`config.mk`:
```
export PLATFORM = sky130hd
export DESIGN_NAME = sequence_reorder_buffer
export DESIGN_NICKNAME = d
export VERILOG_FILES = /design/src/rtl/core/seqrob_pkg.sv /design/src/rtl/core/sequence_reorder_buffer.sv
export SDC_FILE = /design/constraint.sdc
export NUM_CORES = 2
export LEC_CHECK = 0
export BUFFER_PORTS_ARGS = -buffer_cell sky130_fd_sc_hd__buf_2
export CORE_AREA = 4 4 377 379
export DETAILED_ROUTE_END_ITERATION = 10
export DIE_AREA = 0 0 381 383
export MAX_ROUTING_LAYER = met4
export PLACE_DENSITY = 0.65
export SYNTH_ARGS = -nofsm -noshare
export SYNTH_HDL_FRONTEND = slang
export SYNTH_SLANG_ARGS = --single-unit
```
`constraint.sdc`:
```
create_clock -name aclk -period 13.7 [get_ports aclk]
set_input_delay 2.055 -clock aclk [delete_from_list [all_inputs] [get_ports aclk]]
set_output_delay 2.055 -clock aclk [all_outputs]
set_load 0.01 [all_outputs]
```
`src/rtl/core/seqrob_pkg.sv`:
```
// ----------------------------------------------------------------------------
// seqrob_pkg
// Shared types and constants for the sequence reorder buffer.
// ----------------------------------------------------------------------------
package seqrob_pkg;

    localparam int SEQROB_DEPTH = 16;   // default window depth
    localparam int MAX_RESULTS  = 16;   // result words per input word, at most
    localparam int CNT_W        = $clog2(MAX_RESULTS + 1);

    // operation codes
    localparam logic OP_INSERT = 1'b0;
    localparam logic OP_FLUSH  = 1'b1;

    // result status codes
    localparam logic [1:0] STAT_EMIT    = 2'd0;
    localparam logic [1:0] STAT_FLUSHED = 2'd1;
    localparam logic [1:0] STAT_DROPPED = 2'd2;
    localparam logic [1:0] STAT_EMPTY   = 2'd3;

    typedef struct packed {
        logic        operation;
        logic [31:0] seq_number;
        logic [63:0] payload;
    } seqrob_in_t;

    typedef struct packed {
        logic [31:0] out_seq;
        logic [63:0] out_payload;
        logic [1:0]  status;
        logic        last;
    } seqrob_out_t;

endpackage

```
`src/rtl/core/sequence_reorder_buffer.sv`:
```
// ----------------------------------------------------------------------------
// sequence_reorder_buffer
// Each emitted word passes a scan state and then a load state (payload RAM
// read) before the output register; dropped inserts and empty flushes answer
// in the cycle after acceptance. An insert holds the input until it has
// drained the words it frees, a flush until it has drained its words,
// stepping over the empty window slots between them. Output stalls hold the
// load state. The output rate is set by the single-port payload RAM.
// Reset (aresetn, synchronous): window empty, next expected = 0; no clearing
// pass, the slot valid bits are flip-flops cleared at once.
// ----------------------------------------------------------------------------
module sequence_reorder_buffer #(
    parameter int DEPTH = seqrob_pkg::SEQROB_DEPTH
) (
    input  logic                    aclk,
    input  logic                    aresetn,
    input  logic                    s_valid,
    output logic                    s_ready,
    input  seqrob_pkg::seqrob_in_t  s_data,
    output logic                    m_valid,
    input  logic                    m_ready,
    output seqrob_pkg::seqrob_out_t m_data
);
    import seqrob_pkg::*;

    localparam int SLOT_W   = $clog2(DEPTH);
    localparam int SUM_W    = SLOT_W + 2;
    // 2^32 mod DEPTH: slot shift when a window position wraps the seq space
    localparam int WRAP_REM = int'((64'd1 << 32) % DEPTH);
    localparam int WRAP_ADJ = DEPTH - WRAP_REM;

    typedef enum logic [2:0] {
        ST_IDLE = 3'b001,
        ST_SCAN = 3'b010,
        ST_LOAD = 3'b100
    } state_t;

    // next slot along the sequence space, with the wrap at 2^32 folded in
    function automatic logic [SLOT_W-1:0] slot_inc(input logic [31:0]       seq,
                                                   input logic [SLOT_W-1:0] slot);
        logic [SLOT_W-1:0] r;
        if (seq == 32'hFFFF_FFFF) begin
            r = '0;
        end else if (slot == SLOT_W'(DEPTH - 1)) begin
            r = '0;
        end else begin
            r = slot + SLOT_W'(1);
        end
        return r;
    endfunction

    // ------------------------------------------------------------------------
    // State
    // ------------------------------------------------------------------------
    state_t             state_reg, state_next;
    logic               flush_mode_reg, flush_mode_next;
    logic [DEPTH-1:0]   slot_valid_reg, slot_valid_next;
    logic [31:0]        ne_reg, ne_next;            // next expected sequence
    logic [SLOT_W-1:0]  ne_slot_reg, ne_slot_next;  // its slot, kept alongside
    logic [31:0]        scan_seq_reg, scan_seq_next;    // flush walk position
    logic [SLOT_W-1:0]  scan_slot_reg, scan_slot_next;
    logic [CNT_W-1:0]   cnt_reg, cnt_next;          // words out for this input
    logic               m_valid_reg, m_valid_next;
    seqrob_out_t        m_data_reg, m_data_next;

    // payload RAM, one write or one read a cycle, registered read data
    logic [63:0]        pay_mem [DEPTH];
    logic [63:0]        rd_data_reg;
    logic               wr_en;
    logic [SLOT_W-1:0]  wr_slot;
    logic               rd_en;

    // ------------------------------------------------------------------------
    // Datapath helpers
    // ------------------------------------------------------------------------
    logic               s_acc;
    logic               out_free;
    logic               out_load;
    logic [31:0]        seq_offset;
    logic               in_win;
    logic               seq_wrapped;
    logic [SUM_W-1:0]   sum0, sum1, sum2;
    logic [SLOT_W-1:0]  ins_slot;
    logic [SLOT_W-1:0]  cur_slot;
    logic [31:0]        cur_seq;
    logic [SLOT_W-1:0]  nxt_slot;
    logic [DEPTH-1:0]   valid_less_cur;
    logic               any_valid;
    logic               cap_hit;
    logic               load_last;

    assign out_free = !m_valid_reg || m_ready;
    assign s_ready  = (state_reg == ST_IDLE) && out_free;
    assign s_acc    = s_valid && s_ready;

    // window check: distance from next expected, modulo 2^32
    assign seq_offset  = s_data.seq_number - ne_reg;
    assign in_win      = seq_offset < 32'(DEPTH);
    assign seq_wrapped = s_data.seq_number < ne_reg;

    // slot = seq mod DEPTH, built from the tracked slot of next expected
    assign sum0 = SUM_W'(ne_slot_reg) + SUM_W'(seq_offset[SLOT_W-1:0])
                + (seq_wrapped ? SUM_W'(WRAP_ADJ) : SUM_W'(0));
    assign sum1 = (sum0 >= SUM_W'(DEPTH)) ? sum0 - SUM_W'(DEPTH) : sum0;
    assign sum2 = (sum1 >= SUM_W'(DEPTH)) ? sum1 - SUM_W'(DEPTH) : sum1;
    assign ins_slot = sum2[SLOT_W-1:0];

    // slot under the drain or flush walk
    assign cur_slot = flush_mode_reg ? scan_slot_reg : ne_slot_reg;
    assign cur_seq  = flush_mode_reg ? scan_seq_reg  : ne_reg;
    assign nxt_slot = slot_inc(cur_seq, cur_slot);

    always_comb begin
        valid_less_cur           = slot_valid_reg;
        valid_less_cur[cur_slot] = 1'b0;
    end

    assign any_valid = |slot_valid_reg;
    assign cap_hit   = cnt_reg == CNT_W'(MAX_RESULTS - 1);

    // last word: drain stops at a gap, a flush when nothing else is held; both stop at the result cap
    always_comb begin
        if (flush_mode_reg) begin
            load_last = cap_hit || !(|valid_less_cur);
        end else begin
            load_last = cap_hit || !valid_less_cur[nxt_slot];
        end
    end

    // ------------------------------------------------------------------------
    // Control
    // ------------------------------------------------------------------------
    always_comb begin
        state_next      = state_reg;
        flush_mode_next = flush_mode_reg;
        slot_valid_next = slot_valid_reg;
        ne_next         = ne_reg;
        ne_slot_next    = ne_slot_reg;
        scan_seq_next   = scan_seq_reg;
        scan_slot_next  = scan_slot_reg;
        cnt_next        = cnt_reg;
        wr_en           = 1'b0;
        wr_slot         = ins_slot;
        rd_en           = 1'b0;
        out_load        = 1'b0;
        m_data_next     = m_data_reg;

        unique case (state_reg)
            ST_IDLE: begin
                if (s_acc) begin
                    cnt_next = '0;
                    if (s_data.operation == OP_FLUSH) begin
                        if (any_valid) begin
                            flush_mode_next = 1'b1;
                            scan_seq_next   = ne_reg;
                            scan_slot_next  = ne_slot_reg;
                            state_next      = ST_SCAN;
                        end else begin
                            // nothing held: one status word, back to reset state
                            out_load    = 1'b1;
                            m_data_next = '{out_seq: '0, out_payload: '0,
                                            status: STAT_EMPTY, last: 1'b1};
                            ne_next      = '0;
                            ne_slot_next = '0;
                        end
                    end else if (in_win) begin
                        wr_en                     = 1'b1;
                        slot_valid_next[ins_slot] = 1'b1;
                        flush_mode_next           = 1'b0;
                        state_next                = ST_SCAN;
                    end else begin
                        out_load    = 1'b1;
                        m_data_next = '{out_seq: s_data.seq_number,
                                        out_payload: s_data.payload,
                                        status: STAT_DROPPED, last: 1'b1};
                    end
                end
            end

            ST_SCAN: begin
                if (slot_valid_reg[cur_slot]) begin
                    rd_en      = 1'b1;
                    state_next = ST_LOAD;
                end else if (flush_mode_reg) begin
                    // empty slot in the flush walk, step over it
                    scan_seq_next  = scan_seq_reg + 32'd1;
                    scan_slot_next = nxt_slot;
                end else begin
                    state_next = ST_IDLE;
                end
            end

            ST_LOAD: begin
                if (out_free) begin
                    out_load    = 1'b1;
                    m_data_next = '{out_seq: cur_seq, out_payload: rd_data_reg,
                                    status: flush_mode_reg ? STAT_FLUSHED : STAT_EMIT,
                                    last: load_last};
                    slot_valid_next[cur_slot] = 1'b0;
                    cnt_next = cnt_reg + CNT_W'(1);
                    if (flush_mode_reg) begin
                        scan_seq_next  = scan_seq_reg + 32'd1;
                        scan_slot_next = nxt_slot;
                    end else begin
                        ne_next      = ne_reg + 32'd1;
                        ne_slot_next = nxt_slot;
                    end
                    if (load_last) begin
                        state_next = ST_IDLE;
                        if (flush_mode_reg) begin
                            // flush ends in the reset state, leftovers discarded
                            slot_valid_next = '0;
                            ne_next         = '0;
                            ne_slot_next    = '0;
                        end
                    end else begin
                        state_next = ST_SCAN;
                    end
                end
            end

            default: begin
                state_next = ST_IDLE;
            end
        endcase
    end

    assign m_valid_next = out_load || (m_valid_reg && !m_ready);

    // ------------------------------------------------------------------------
    // Registers
    // ------------------------------------------------------------------------
    always_ff @(posedge aclk) begin
        if (!aresetn) begin
            state_reg      <= ST_IDLE;
            flush_mode_reg <= 1'b0;
            slot_valid_reg <= '0;
            ne_reg         <= '0;
            ne_slot_reg    <= '0;
            cnt_reg        <= '0;
            m_valid_reg    <= 1'b0;
        end else begin
            state_reg      <= state_next;
            flush_mode_reg <= flush_mode_next;
            slot_valid_reg <= slot_valid_next;
            ne_reg         <= ne_next;
            ne_slot_reg    <= ne_slot_next;
            cnt_reg        <= cnt_next;
            m_valid_reg    <= m_valid_next;
        end
    end

    always_ff @(posedge aclk) begin
        scan_seq_reg  <= scan_seq_next;
        scan_slot_reg <= scan_slot_next;
        m_data_reg    <= m_data_next;
    end

    // payload RAM
    always_ff @(posedge aclk) begin
        if (wr_en) begin
            pay_mem[wr_slot] <= s_data.payload;
        end
    end

    always_ff @(posedge aclk) begin
        if (rd_en) begin
            rd_data_reg <= pay_mem[cur_slot];
        end
    end

    assign m_valid = m_valid_reg;
    assign m_data  = m_data_reg;

    // ------------------------------------------------------------------------
    // Assertions
    // ------------------------------------------------------------------------
    // the slot being read out must still hold a word
    a_load_slot_held: assert property (@(posedge aclk) disable iff (!aresetn)
        state_reg == ST_LOAD |-> slot_valid_reg[cur_slot])
        else $error("reading out a slot that holds no word");

    // an out-of-window insert answers with a single dropped word next cycle
    a_drop_answer: assert property (@(posedge aclk) disable iff (!aresetn)
        s_acc && s_data.operation == OP_INSERT && !in_win |=>
            m_valid_reg && m_data_reg.status == STAT_DROPPED && m_data_reg.last)
        else $error("dropped insert not answered");

    // a finished flush leaves the window empty at sequence zero
    a_flush_clears: assert property (@(posedge aclk) disable iff (!aresetn)
        out_load && flush_mode_reg && load_last && state_reg == ST_LOAD |=>
            slot_valid_reg == '0 && ne_reg == '0 && state_reg == ST_IDLE)
        else $error("flush did not return to the reset state");

    // never more result words than the limit for one input word
    a_count_limit: assert property (@(posedge aclk) disable iff (!aresetn)
        cnt_reg <= CNT_W'(MAX_RESULTS))
        else $error("result count over limit");

endmodule

```
== After elaboration in Yosys (flattened, before gate mapping) ==
Memory sizes are Yosys's and may differ from the RTL's. A register that Yosys moved wholly into a read port is not among the register bits.
Cells that the tools add are included.

* Bits in writable memories: 1024
* Input port bits: 101
* Memories: 1
* Flip-flop bits (word level): 197
* Output and inout port bits: 101

* Order comparisons: 9
* Equal/unequal tests: 20
* Reduce and logical (&&, ||, !) cells: 25
* $add $sub $neg: 9
* Multiplexer cells: 89
* Bitwise gates (word level): 3

{| class="wikitable"
|+ Memory list
! memory !! depth !! width !! rd ports !! clocked after Yosys merged registers in !! wr ports !! RTL line !! RTL
|-
| pay_mem || 16 || 64 || 1 || 1 || 1 || sequence_reorder_buffer.sv:67 || <nowiki>logic [63:0] pay_mem [DEPTH];</nowiki>
|}

{| class="wikitable"
|+ Operators with widths
! cell !! count
|-
| $mux W99 || 5
|-
| $mux W32 || 14
|-
| $pmux W99 S2 || 1
|-
| $mux W16 || 6
|-
| $pmux W32 S3 || 1
|-
| $mux W4 || 17
|-
| $add A32 B1 Y32 const B || 2
|-
| $pmux W32 S2 || 1
|-
| $eq A32 B32 Y1 const B || 1
|-
| $lt A32 B32 Y1 || 1
|-
| $lt A32 B5 Y1 const B || 1
|-
| $pmux W16 S2 || 1
|-
| $reduce_or A16 Y1 || 2
|-
| $sub A32 B32 Y32 || 1
|-
| $mux W1 || 22
|-
| $mux W3 || 7
|-
| $reduce_and A5 Y1 || 4
|-
| $and A16 B16 Y16 || 1
|-
| $ne A2 B2 Y1 const B || 8
|-
| $not A16 Y16 || 1
|-
| $or A16 B16 Y16 || 1
|-
| $lt A4 B5 Y1 const B || 3
|-
| $mux W5 || 3
|-
| $ne A3 B3 Y1 const B || 5
|-
| other kinds (31) || 46
|}

== Depth between registers and ports, before layout ==
* Depth after elaboration: 16
* Mapped depth: 22

== Worst setup path after synthesis ==
OpenSTA, ideal clock, no wires.

* Path kind: input to register
* Start: input s_data[64] (netlist name)
* End: memory pay_mem[1][0], enable pin
* Stages: 14
* Slack: 2.250 ns
* Arrival time: 10.806 ns
* Buffers on the path: 1
* Cells stage by stage: inv_1 ha_1 fa_1 nand2b_1 a21oi_2 o21bai_1 a22o_1 a2111oi_2 nand4_1 and4b_1 nand4_2 or3_1 buf_2 nor4_1

* Word-level cells in the longest chain between the ends: 8
* Elaborated cells between the ends (all ways): 18
* Those cells by class: add/sub: 5; order compare: 4; mux: 9

{| class="wikitable"
|+ RTL lines
! element !! RTL line !! RTL
|-
| from (decl) || sequence_reorder_buffer.sv:19 || <nowiki>input seqrob_pkg::seqrob_in_t s_data,</nowiki>
|-
| branches (longest 8 deep; another with $sub A32 B32 Y32) || n/a ||
|-
| to (decl) || sequence_reorder_buffer.sv:67 ||
|}

Several ways; the timed one is not identified.

== Worst setup path after layout ==
* Start: input s_data[64] (netlist name)
* End: memory pay_mem[13][6], enable pin

The elaborated chain is that of the path after synthesis.

==> results_dict.tcl <==
set metrics [dict create \
    status "completed" \
    grt_max_degree 228 \
    grtUsageTotal_pct 21.5 \
    viasPerCell 5.70 \
    ys_types 84 \
    portBuffers 201 \
    critPathArrivalTime_ns 7.32 \
    largest_register_ffs 1024 \
    crit_fanout 48 \
    synth_nets 4854 \
    ys_warn_count 0 \
    h-tree-depth 4 \
    start_util_pct 39.8 \
    path_class "input port to flip-flop" \
    worstPathRequired_ns 14.07 \
    cts_setup_buffers 0 \
    antenna_found_initial 14 \
    cts_made_buffers 136 \
    dr.pass1.iters 5 \
    cap_violations 0 \
    synth-main-ff-cell "edfxtp_1" \
    dr.first_iter.drc_count 4145 \
    clock_path_buffers 3 \
    clock_latency_ns 0.76 \
    die-area_sq_um 146000 \
    min_period_ns 6.96 \
    avgSynthCellArea_sq_um 11.7 \
    async_flop_share_pct 0 \
    hold_class "flip-flop to flip-flop" \
    place_hpwl_um 91300 \
    grt_pass1_wl_um 233000 \
    tightest_slew_ns 1.29 \
    leakagePower_nw 21.0 \
    ctsHoldBuffers 0 \
    hold_violations 0 \
    ioPinCount 202 \
    nets 4929 \
    root_buffer "clkbuf_16" \
    syn_inst 4708 \
    synth-edff-count 1223 \
    yosys.area.top_type "edfxtp_1" \
    drt-total-wl_um 157000 \
    ir_drop_v 0.000141 \
    drc 0 \
    cts_tree "done" \
    seq_area_frac_synth_pct 68.8 \
    max_freq_mhz 144 \
    rsz0062_at_grt "no" \
    die_h_um 383 \
    wl_per_cell_um 23.4 \
    syn2layout_area_growth_pct 12.6 \
    critPathLaunchType "input port" \
    core_sq_um 139000 \
    powerDensity_nw_per_um2 159 \
    final_util_pct 44.8 \
    synth_top_area_share_pct 66.5 \
    antenna_left 0 \
    num_vias 38200 \
    tns_ns 0 \
    cts.clk_slew.worst_paths_ns 0.06 \
    end_kind "flip-flop" \
    rows 137 \
    netlist_top_cells_area "edfxtp_1, nand2_1, nand3_1" \
    relSlewSlack_pct 13.7 \
    grt_pass1_vias 36100 \
    fin_skew_ns 0.0556 \
    setup-violations-final 0 \
    cts_sinks 1285 \
    routabilityCongestion 0.943 \
    drv_slew 0 \
    nFillCells 12600 \
    overflow 0 \
    drive_gt1_share_pct 10.2 \
    fin_crit_sh_pct 50.8 \
    cts_resized 0 \
    synth_seq_cells 1285 \
    synth_area_sq_um 55200 \
    die_x_um 381 \
]
## cells in the mapped netlist (12+ instances only)
library cell / count
o21a_1: 18
a21oi_1: 91
nor3_1: 31
nor2b_1: 38
buf_2: 13
xor2_1: 27
edfxtp_1: 1223
ha_1: 43
o21ai_0: 185
nand3_1: 593
xnor2_1: 29
nand4_1: 33
nor4_1: 12
nand2_1: 1327
o22ai_1: 15
a31oi_1: 82
inv_1: 58
and3_1: 110
mux2i_1: 48
a311oi_1: 131
nor2_1: 75
clkbuf_1: 282
dfxtp_1: 62
## through the flow
step	hold WS, ns	worst slack (ns)	cell area [sq um]	power, W	instances
3_5_place_dp	0.496	5.99	57900	0.00643	6452
6_report	0.502	6.74	62200	0.00988	6704
3_3_place_gp	0.475	6.01	57900	0.00642	6452
4_1_cts	0.510	6.80	62100	0.00993	6692
5_1_grt	0.547	6.49	62200	0.0103	6700
2_1_floorplan	0.458	2.25	55200	0.00576	4708
## critical path: stages
cell and delay (ns):
buf_2 0.13, inv_1 0.05, ha_1 0.21, fa_1 0.42, nand2b_1 0.20, a21oi_2 0.24
o21bai_1 0.21, o311ai_2 0.43, a31oi_1 0.17, xnor2_1 0.16, nor4_1 0.43, nand4_2 0.26
or3_1 0.68, nor2b_2 0.28, nor2b_4 0.53, buf_4 0.75
## layer usage
| metal | track usage [%] | up-vias | routed length, um |
|---|---|---|---|
| li1 | - | 17400 | - |
| met3 | 4.22 | 212 | 13900 |
| met4 | 5.22 | 0 | 3060 |
| met1 | 30.5 | 18900 | 68900 |
| met2 | 32.1 | 1712 | 70900 |
| met5 | - | - | 0 |
## cell usage in the layout, fill, tap and decap left out, types with 74 or more instances in the layout
cell type,instances
a21oi_1,90
a311oi_1,131
a31oi_1,81
and3_1,102
buf_2,201
clkbuf_16,137
edfxtp_1,1223
nand2_1,1327
nand3_1,593
nor2_1,74
o21ai_0,185
## worst paths after layout
kind / from / to / slack [ns] / depth (start not counted)
min reg2reg: cnt_reg[1]$_SDFFE_PN0P_ / cnt_reg[1]$_SDFFE_PN0P_ / 0.50 / 2
max: s_data[64] / pay_mem[13][6]$_DFFE_PP_ / 6.74 / 16
max reg2reg: ne_reg[11]$_SDFFE_PN0P_ / pay_mem[13][6]$_DFFE_PP_ / 7.67 / 14
min: cnt_reg[1]$_SDFFE_PN0P_ / cnt_reg[1]$_SDFFE_PN0P_ / 0.50 / 2
## layout make-up
type | count | area [sq um] | share of cell area [%]
antenna | 12 | 30.0 | 0.0483
clock buffer | 177 | 3610 | 5.80
clock inverter | 63 | 641 | 1.03
inverter | 62 | 250 | 0.402
multi-input combinational | 3045 | 16000 | 25.7
sequential | 1285 | 38000 | 61.1
tap | 1807 | 2260 | 3.64
timing repair buffer | 253 | 1460 | 2.35
## report_power, final
part,leakage (nW),switching [W],internal [W]
logic,7.42,0.00127,0.000502
clock network,2.04,0.00154,0.00198
registers,11.6,0.000102,0.00449
## cell families after synthesis
family / Yosys count / share of synthesized area (%)
multiplexers: 56 / 1.06
adder cells (fa/ha/maj): 45 / 1.05
flip-flops: 1285 / 68.8
XOR/XNOR: 56 / 0.888
AND/OR/NAND/NOR: 2273 / 18.2
buffers and inverters: 378 / 2.69
AO/OA/AOI/OAI: 615 / 7.36
Power figures use the tool's default switching activity.
